File: config.mk
export PLATFORM = sky130hd
export DESIGN_NAME = mes_coord_cell
export DESIGN_NICKNAME = d
export VERILOG_FILES = /design/src/design/mes_pkg.sv /design/src/design/mes_coord_cell.sv
export SDC_FILE = /design/constraint.sdc
export NUM_CORES = 1
export LEC_CHECK = 0
export ABC_CLOCK_PERIOD_IN_PS = 4700
export BUFFER_PORTS_ARGS = -buffer_cell sky130_fd_sc_hd__buf_2
export CORE_MARGIN = 1.5
export CORE_UTILIZATION = 40
export DETAILED_ROUTE_END_ITERATION = 12
export GPL_TIMING_DRIVEN = 0
export PLACE_DENSITY = 0.65
export SETUP_SLACK_MARGIN = 0.15
export SLEW_MARGIN = 20
export SYNTH_ARGS = -nofsm -noshare
export SYNTH_HDL_FRONTEND = slang
export SYNTH_SLANG_ARGS = --single-unit
File: constraint.sdc
create_clock -name i_clk -period 4.7 [get_ports i_clk]
set_clock_uncertainty 0.1 [all_clocks]
set_input_delay 1.175 -clock i_clk [delete_from_list [all_inputs] [get_ports i_clk]]
set_output_delay 1.175 -clock i_clk [all_outputs]
set_load 0.02 [all_outputs]
File: src/design/mes_pkg.sv
// shared types and constants for the mandelbrot escape shader
package mes_pkg;

    localparam int PIX_W   = 9;
    localparam int COORD_W = 32;
    localparam int STEP_W  = 31;
    localparam int CFG_W   = 32;
    localparam int CFG_IDX_W = 2;
    localparam int CNT_MAX_W = 10;

    // register indexes on the configuration channel
    localparam logic [CFG_IDX_W-1:0] CFG_MIN_REAL  = 2'd0;
    localparam logic [CFG_IDX_W-1:0] CFG_MAX_IMAG  = 2'd1;
    localparam logic [CFG_IDX_W-1:0] CFG_REAL_STEP = 2'd2;
    localparam logic [CFG_IDX_W-1:0] CFG_IMAG_STEP = 2'd3;

    localparam logic signed [COORD_W-1:0] RST_MIN_REAL  = -32'sd483183821;
    localparam logic signed [COORD_W-1:0] RST_MAX_IMAG  = 32'sd322122547;
    localparam logic        [STEP_W-1:0]  RST_REAL_STEP = 31'd1237278;
    localparam logic        [STEP_W-1:0]  RST_IMAG_STEP = 31'd1237278;

    // word passed from cell to cell along the coordinate chain
    typedef struct packed {
        logic                      valid;
        logic [PIX_W-1:0]          px;
        logic [PIX_W-1:0]          py;
        logic signed [COORD_W-1:0] c_re;
        logic signed [COORD_W-1:0] c_im;
    } t_coord_word;

endpackage

File: src/design/mes_coord_cell.sv
// one cell of the coordinate chain: adds the shifted steps for one pixel index bit
module mes_coord_cell #(
    parameter int BIT = 0
) (
    input  logic                               i_clk,
    input  logic                               i_rst_n,
    input  logic        [mes_pkg::STEP_W-1:0]  i_real_step,
    input  logic        [mes_pkg::STEP_W-1:0]  i_imag_step,
    input  mes_pkg::t_coord_word               i_word,
    output mes_pkg::t_coord_word               o_word
);

    mes_pkg::t_coord_word r_word;
    logic [mes_pkg::COORD_W-1:0] w_add_re;
    logic [mes_pkg::COORD_W-1:0] w_sub_im;

    // sums wrap mod 2^32, matching the final 32-bit wrap of the exact value
    assign w_add_re = ({1'b0, i_real_step} << BIT);
    assign w_sub_im = ({1'b0, i_imag_step} << BIT);

    always_ff @(posedge i_clk) begin
        if (!i_rst_n) begin
            r_word.valid <= 1'b0;
        end else begin
            r_word.valid <= i_word.valid;
        end
        r_word.px   <= i_word.px;
        r_word.py   <= i_word.py;
        r_word.c_re <= i_word.px[BIT] ? i_word.c_re + $signed(w_add_re) : i_word.c_re;
        r_word.c_im <= i_word.py[BIT] ? i_word.c_im - $signed(w_sub_im) : i_word.c_im;
    end

    assign o_word = r_word;

endmodule

======== Word level (Yosys, flattened, before mapping) ========
Cells that the tools add are included.
W data, S select, Z words.
word-level totals
  bits in registers ....................... 83
  ROM bits ................................ 0
  output and inout port bits .............. 83
  memory bits (writable) .................. 0
  memories ................................ 0
  latch bits .............................. 0
  input port bits ......................... 147
  word-level logic and storage cells ...... 9
cells by class
  reductions and logical operators ........ 0
  div/mod/pow operators ................... 0
  eq/ne operators ......................... 0
  bitwise gates (word level) .............. 0
  magnitude comparators ................... 0
  add/sub/neg operators ................... 2
  multiply operators ...................... 0
  shift operators ......................... 0
  multiplexer cells ....................... 2
operators by type and width
  kind              count
  $mux W32          2
  $add A32 B32 Y32  1
  $sub A32 B32 Y32  1

======== Logic depth before layout (Yosys ltp) ========
Gate-level depths: netlist (run 1).
  depth in word-level cells ............... 2
  depth in mapped cells ................... 11
  depth with buffers taken out ............ 11

======== Least setup slack after synthesis (run 1) ========
Ideal clock, no wire load.
  path type ............................... input to register
  start ................................... in i_real_step[0] in the netlist's numbering
  end ..................................... reg r_word, in the netlist o_word[60]
  cell stages on the path ................. 10
  data required time ...................... 4.473 ns
  setup time .............................. 0.127 ns
  path buffers ............................ 0
  slack ................................... 1.033 ns
  data arrival time ....................... 3.440 ns
  path through ............................ ha_1 > fa_1 > a21o_1 > a221oi_2 > a2111o_1 > a211oi_2 > o21ba_2 > a21boi_0 > o32ai_1 > or3b_1
on the way
  cells in the longest elaborated chain, start to end .. 2
ends and longest elaborated chain
  element           line                  text
  from (decl)       mes_coord_cell.sv:7   input logic [mes_pkg::STEP_W-1:0] i_real_step,
  $add A32 B32 Y32  mes_coord_cell.sv:29  r_word.c_re <= i_word.px[BIT] ? i_word.c_re + $signed(w_add_re) : i_word.c_re;
  $mux W32          mes_coord_cell.sv:29
  to (decl)         mes_coord_cell.sv:13  mes_pkg::t_coord_word r_word;
Every way passes these cells.
A chain may end at the register's enable or synchronous reset.

======== Final worst setup path (run 1) ========
  start ................................... in i_word[0] in the netlist's numbering
  end ..................................... reg r_word, in the netlist o_word[28]
on the way
  cells in the longest elaborated chain, start to end .. 2
ends and longest elaborated chain
  element           line                  text
  from (decl)       mes_coord_cell.sv:9   input mes_pkg::t_coord_word i_word,
  $sub A32 B32 Y32  mes_coord_cell.sv:30  r_word.c_im <= i_word.py[BIT] ? i_word.c_im - $signed(w_sub_im) : i_word.c_im;
  $mux W32          mes_coord_cell.sv:30
Every way passes these cells.

==> results of run 1 <==
-- power by group through the flow --
| stage | logic [mW] | registers, mW | clock network [mW] |
|---|---|---|---|
| floorplan | 0.469 | 0.957 | 0 |
| global placement | 0.853 | 0.833 | 0 |
| detailed placement | 0.857 | 0.835 | 0 |
| CTS | 0.862 | 0.820 | 0.752 |
| global route | 0.954 | 0.828 | 0.779 |
| finish | 0.860 | 0.819 | 0.728 |
-- cells by family (layout without fill, tap and decap cells) --
logic type | count (synthesis) | after routing | share of synthesized area [%]
muxes | 38 | 38 | 7.27
AOI/OAI and AO/OA | 224 | 224 | 26.0
xor gates and xnor gates | 43 | 43 | 6.42
other | 0 | 2 | 0
buffers and inverters | 74 | 318 | 4.82
adders and majority gates | 64 | 64 | 13.9
DFF | 83 | 83 | 28.3
and+or+nand+nor | 163 | 163 | 13.3
-- worst max-delay path, stage by stage --
cell and delay (ns):
buf_2 0.09, inv_1 0.04, ha_1 0.22, fa_1 0.41, nor2b_1 0.17, o31a_2 0.18
o21ai_0 0.12, o21ai_0 0.52, a21boi_0 0.33, o31ai_1 0.63, nand3_1 0.14, o311ai_0 0.29
-- cells in the final DEF (no fill, tap or decap), drive strengths merged, types with 31 or more instances in the layout --
master  instances
mux2           37
nand2          56
buf           236
dfxtp          83
a21o           44
o21ai          33
ha             62
inv            48
nor2           39
xnor2          31
a21oi          64
-- final timing paths --
kind                   start  depth (start not counted)         end  slack (ns)
hold / removal    i_word[69]                          1  o_word[69]        0.83
setup / recovery   i_word[0]                         12  o_word[28]        0.52
-- per-stage QoR --
step | hold WS (ns) | cells | util, % | total power, mW
2_1_floorplan | 1.10 | 689 | - | 1.43
3_3_place_gp | 1.18 | 1102 | 50.2 | 1.69
3_5_place_dp | 1.18 | 1102 | 50.2 | 1.69
4_1_cts | 0.819 | 1117 | 52.3 | 2.43
5_1_grt | 0.817 | 1119 | 52.4 | 2.56
6_report | 0.832 | 1119 | 52.4 | 2.41
-- metal layers --
metal	share of wire, %	global-route usage (%)	vias to the layer above
met5	0	0	-
li1	-	-	2988
met3	6.7	4.26	22
met2	45	33.6	178
met1	47	27.2	2639
met4	2.0	6.39	0
-- final cells by class --
class                      instances  area share [%]
multi-input combinational        532            52.0
sequential                        83            22.0
timing repair buffer             229            15.2
clock buffer                      10            3.16
tap                              184            3.05
inverter                          48            2.39
buffer                            26            1.36
clock inverter                     5           0.845
antenna                            2          0.0663
==> results_dict.tcl, run 1 <==
set metrics [dict create \
    async_reset_ff_share_pct 0 \
    internal-power_mw 1.59 \
    areaGrowthSynthToFinish_pct 28.7 \
    drc 0 \
    final_critical_path_setup_slack_ns 0.523 \
    grt_start_max_net_pins 15 \
    synthesis.instances 689 \
    detailroute.via_count 5827 \
    post-cts-setup-buffers 0 \
    area_of_the_multi_input_gates_mm2 0.00392 \
    dpl_cell_area_mm2 0.00724 \
    power_switching_share_pct 34.1 \
    routed_wirelength_um 16200 \
    seq_area_frac_synth_pct 28.3 \
    setup_repair_after_global_routing_missed_its_margin "no" \
    yosys_most_used_dff "dfxtp_1" \
    number_of_antenna_violations_at_the_first_check_in_global_routing 2 \
    synth_seq_cells 83 \
    clk_pin_slew_ns 0.06 \
    number_of_placement_rows 44 \
    post-route-period-util_pct 88.9 \
    peakVddDrop_mv 0.215 \
    ctsLongestPathBuffers 2 \
    post-dp-hpwl_um 13200 \
    tritoncts_num_sinks 83 \
    achievable-frequency_mhz 239 \
    hold_viol 0 \
    post-synth-top-area-fraction_pct 28.3 \
    initial_utilization_pct 40.7 \
    slew_viol_final 0 \
    design_area_mm2 0.00755 \
    design.core.area_mm2 0.0144 \
    cap_violations 0 \
    p_clk_share_pct 30.3 \
    vias_per_cell 5.21 \
    detailedRoute.firstIterationViolations 296 \
    critPathCaptureType "flip-flop" \
    share_seq_of_total_power_pct 34.0 \
    drt_first_pass_iters 4 \
    number_of_global_route_vias_before_repair 5207 \
    setup_viol 0 \
    post-synth-top-count-cell "dfxtp_1" \
    yosys_warnings 0 \
    dp_slack_ns 0.247 \
    critical_path_peak_fanout 4 \
    outcome "complete, no violations" \
    syn-mean-instance-area_um2 8.52 \
    fraction_of_power_consumed_by_combinational_cells_pct 35.7 \
    clock_root_buffer "clkbuf_16" \
    die_x_um 124 \
    min_path_type "in -> reg" \
    synth.top_cells.by_area "dfxtp_1 (28%), ha_1 (13%), mux2_2 (7.1%)" \
    synth_top_area_cell "dfxtp_1" \
    fraction_of_layout_cells_with_a_size_suffix_above_1_pct 32.0 \
    seq_area_mm2 0.00166 \
    worstPathRequired_ns 4.84 \
    total_switching_power_mw 0.820 \
    fill_cells 1430 \
    first_pass_grt_wire_length_um 24700 \
    h_tree_levels 3 \
    largest_reg_flops 83 \
    tns_ns 0 \
    timing_worst_setup_path_type "in -> reg" \
    top_level_i_o_count 230 \
    power.static_leakage_nw 3.85 \
    tightestPinTransition_ns 0.696 \
    synth_cell_type_count 66 \
    final.min_clock_period_ns 4.18 \
    floorplan.die_area_mm2 0.0154 \
    postCtsHoldBufs 0 \
    power-per-cell-area_mw_per_mm2 319 \
    synth.cell_area_mm2 0.00587 \
    die_y_um 124 \
    synth_fp_nets 900 \
    cts_tree "yes" \
    gpl_congestion 0.873 \
    routed_wire_length_per_instance_um 14.5 \
    grt_total_ovfl 0 \
    list_of_most_frequent_post_synthesis_cells "dfxtp_1 (83), a21oi_1 (64), ha_1 (62)" \
    cts_made_buffers 9 \
    worst-endpoint-arrival_ns 4.31 \
    start_kind "primary input" \
    design.final.nets 1140 \
    post_cts_resized 0 \
    grt_util_all_layers_pct 20.6 \
    buffer_ports.inserted 229 \
    ant_nets 0 \
    slew_headroom_pct 53.6 \
    synth-edff-count 0 \
]
Note: power is estimated with default switching activity, not from simulation.
==> inputs of run 2 (changes only) <==
--- a/config.mk
+++ b/config.mk
@@ -5,13 +5,14 @@
 export SDC_FILE = /design/constraint.sdc
 export NUM_CORES = 1
 export LEC_CHECK = 0
+export ABC_AREA = 1
 export ABC_CLOCK_PERIOD_IN_PS = 4700
 export BUFFER_PORTS_ARGS = -buffer_cell sky130_fd_sc_hd__buf_2
-export CORE_MARGIN = 1.5
+export CORE_MARGIN = 5
 export CORE_UTILIZATION = 40
 export DETAILED_ROUTE_END_ITERATION = 12
 export GPL_TIMING_DRIVEN = 0
-export PLACE_DENSITY = 0.65
+export PLACE_DENSITY = 0.62
 export SETUP_SLACK_MARGIN = 0.15
 export SLEW_MARGIN = 20
 export SYNTH_ARGS = -nofsm -noshare
==> run 2 against run 1 <==
Non-clock buffer count down 14. Via count rose by 34%. Clock-buffer cell count fell by 1. Worst hold slack lost 0.022 ns. Final cell count increased by 53%. Area after synthesis increased by 22%. Flip-flop and latch count unchanged. Synthesized cell count up 80%. Clock power barely moved. Sequential power down 2%. Combinational power up 9.1%. Largest cell class unchanged.
==> results_dict.tcl, run 2 <==
set metrics [dict create \
    cts_tree "yes" \
    largest_reg_flops 83 \
    postCtsHoldBufs 0 \
    number_of_antenna_violations_at_the_first_check_in_global_routing 0 \
    timing.critical_path.mode_cell "nand3_1" \
    peakVddDrop_mv 0.174 \
    syn-mean-instance-area_um2 5.77 \
    grt_total_ovfl 0 \
    mostFrequentLayoutCells "nand2_1 (507), inv_1 (240), buf_2 (232), nand3_1 (85), dfxtp_1 (83)" \
    setup_viol 0 \
    gpl_congestion 0.976 \
    drt_first_pass_iters 6 \
    areaGrowthSynthToFinish_pct 24.1 \
    top_level_i_o_count 230 \
    clk_pin_slew_ns 0.08 \
    synth_top_area_cell "nand2_1" \
    critPathCaptureType "flip-flop" \
    design.final.nets 1694 \
    ant_nets 0 \
    async_reset_ff_share_pct 0 \
    synth_seq_cells 83 \
    h_tree_levels 3 \
    critical_path_peak_fanout 5 \
    crit_path_cell_trace "buf_2, ha_1, fa_1, nand3_1, nand3_1, a21oi_1, nor2_1, o21ai_0, nand3_1, nand2_1" \
    post-dp-hpwl_um 19000 \
    layout.cells.most_common "nand2_1" \
    routed_wirelength_um 22400 \
    post_cts_resized 0 \
    fraction_of_layout_cells_with_a_size_suffix_above_1_pct 19.4 \
    tns_ns 0 \
    initial_utilization_pct 40.2 \
    timing_worst_setup_path_type "in -> reg" \
    first_pass_grt_wire_length_um 35600 \
    post-cts-setup-buffers 0 \
    synth.cell_area_mm2 0.00718 \
    hold_viol 0 \
    worst_hold_slack_across_all_endpoints_ns 0.811 \
    die_x_um 144 \
    cpLargestDelayFamily "adder cells" \
    synth_fp_nets 1454 \
    slew_viol_final 0 \
    seq_area_frac_synth_pct 23.1 \
    power.static_leakage_nw 5.47 \
    final_util_pct 49.9 \
    slew_headroom_pct 58.9 \
    dp_slack_ns 1.42 \
    number_of_placement_rows 49 \
    routed_wire_length_per_instance_um 13.1 \
    antennaDiodeCount 0 \
    achievable-frequency_mhz 346 \
    dpl_cell_area_mm2 0.00861 \
    drc 0 \
    min_path_type "in -> reg" \
    synthesis.instances 1243 \
    yosys_most_used_dff "dfxtp_1" \
    vias_per_cell 4.56 \
    outcome "complete, no violations" \
    synth-edff-count 0 \
    setup_repair_after_global_routing_missed_its_margin "no" \
    post-synth-top-area-fraction_pct 26.5 \
    tritoncts_num_sinks 83 \
    grt_start_max_net_pins 18 \
    yosys_warnings 0 \
    number_of_global_route_vias_before_repair 7578 \
    ctsLongestPathBuffers 2 \
    worstPathRequired_ns 4.90 \
    design.core.area_mm2 0.0178 \
    cpPeakStageDelay_ns 0.47 \
    floorplan.die_area_mm2 0.0207 \
    clock_root_buffer "clkbuf_16" \
    tightestPinTransition_ns 0.617 \
    synth_cell_type_count 34 \
    list_of_most_frequent_post_synthesis_cells "nand2_1 (507), inv_1 (240), nand3_1 (85)" \
    start_kind "primary input" \
    buffer_ports.inserted 229 \
    final_critical_path_setup_slack_ns 1.81 \
    design_area_mm2 0.00890 \
    worst-endpoint-arrival_ns 3.09 \
    power-per-cell-area_mw_per_mm2 277 \
    crit_buf_inv 1 \
    grt_util_all_layers_pct 21.5 \
    post-synth-top-count-cell "nand2_1" \
    cts_made_buffers 9 \
    synth.top_cells.by_area "nand2_1 (27%), dfxtp_1 (23%), inv_1 (13%)" \
    die_y_um 144 \
    detailedRoute.firstIterationViolations 344 \
    final.min_clock_period_ns 2.89 \
    detailroute.via_count 7834 \
    post-route-period-util_pct 61.6 \
    cap_violations 0 \
    cp_slowest_cell "fa_1" \
]
==> run 2: cell types whose count changed after synthesis, moves of 13 or more <==
cell and delta:
nand2_1 +451, a21o_1 -42, nor2_1 +38, a21oi_1 -22, inv_1 +192, clkbuf_1 -13
nand2_2 +19, mux2_2 -37, nand3_1 +75
==> run 2: report_power, final <==
| part | internal (mW) | total, mW | switching, mW |
|---|---|---|---|
| Combinational | 0.337 | 0.938 | 0.601 |
| Clock | 0.374 | 0.728 | 0.354 |
| Sequential | 0.785 | 0.802 | 0.0168 |
==> run 2: per-layer routing <==
| metal | vias to the layer above | part of all wire [%] | routed length [um] | global-route usage, % |
|---|---|---|---|---|
| li1 | 4265 | - | - | - |
| met3 | 34 | 4.9 | 1100 | 2.73 |
| met4 | 0 | 2.9 | 644 | 7.73 |
| met2 | 191 | 49 | 11100 | 39.7 |
| met1 | 3344 | 43 | 9640 | 25.4 |
| met5 | - | 0 | 0 | 0 |
==> run 2: path summary, 6_finish.rpt <==
kind | from | end | slack (ns) | depth (start not counted)
setup / recovery | i_real_step[0] | o_word[48] | 1.81 | 10
hold / removal | i_word[77] | o_word[77] | 0.81 | 1
==> run 2: area by class of cell <==
| cell class | count | area (um2) |
|---|---|---|
| Clock buffer | 9 | 225 |
| Multi-Input combinational cell | 904 | 4530 |
| Inverter | 244 | 916 |
| Buffer | 12 | 66.3 |
| Fill cell | 1934 | 8940 |
| Clock inverter | 7 | 68.8 |
| Tap cell | 229 | 287 |
| Timing Repair Buffer | 229 | 1150 |
| Sequential cell | 83 | 1660 |
==> run 2: stage by stage <==
step                cells  power [mW]
finish               1717        2.47
global route         1717        2.64
CTS                  1717        2.49
detailed placement   1701        1.76
global placement     1701        1.75
floorplan            1243        1.46
==> run 2: kinds of logic after synthesis <==
family,after synthesis,synth area share [%]
xor gates and xnor gates,26,3.17
adders and majority gates,64,11.4
AOI/OAI and AO/OA,83,6.17
and+or+nand+nor,731,42.5
DFF,83,23.1
buffers and inverters,256,13.7
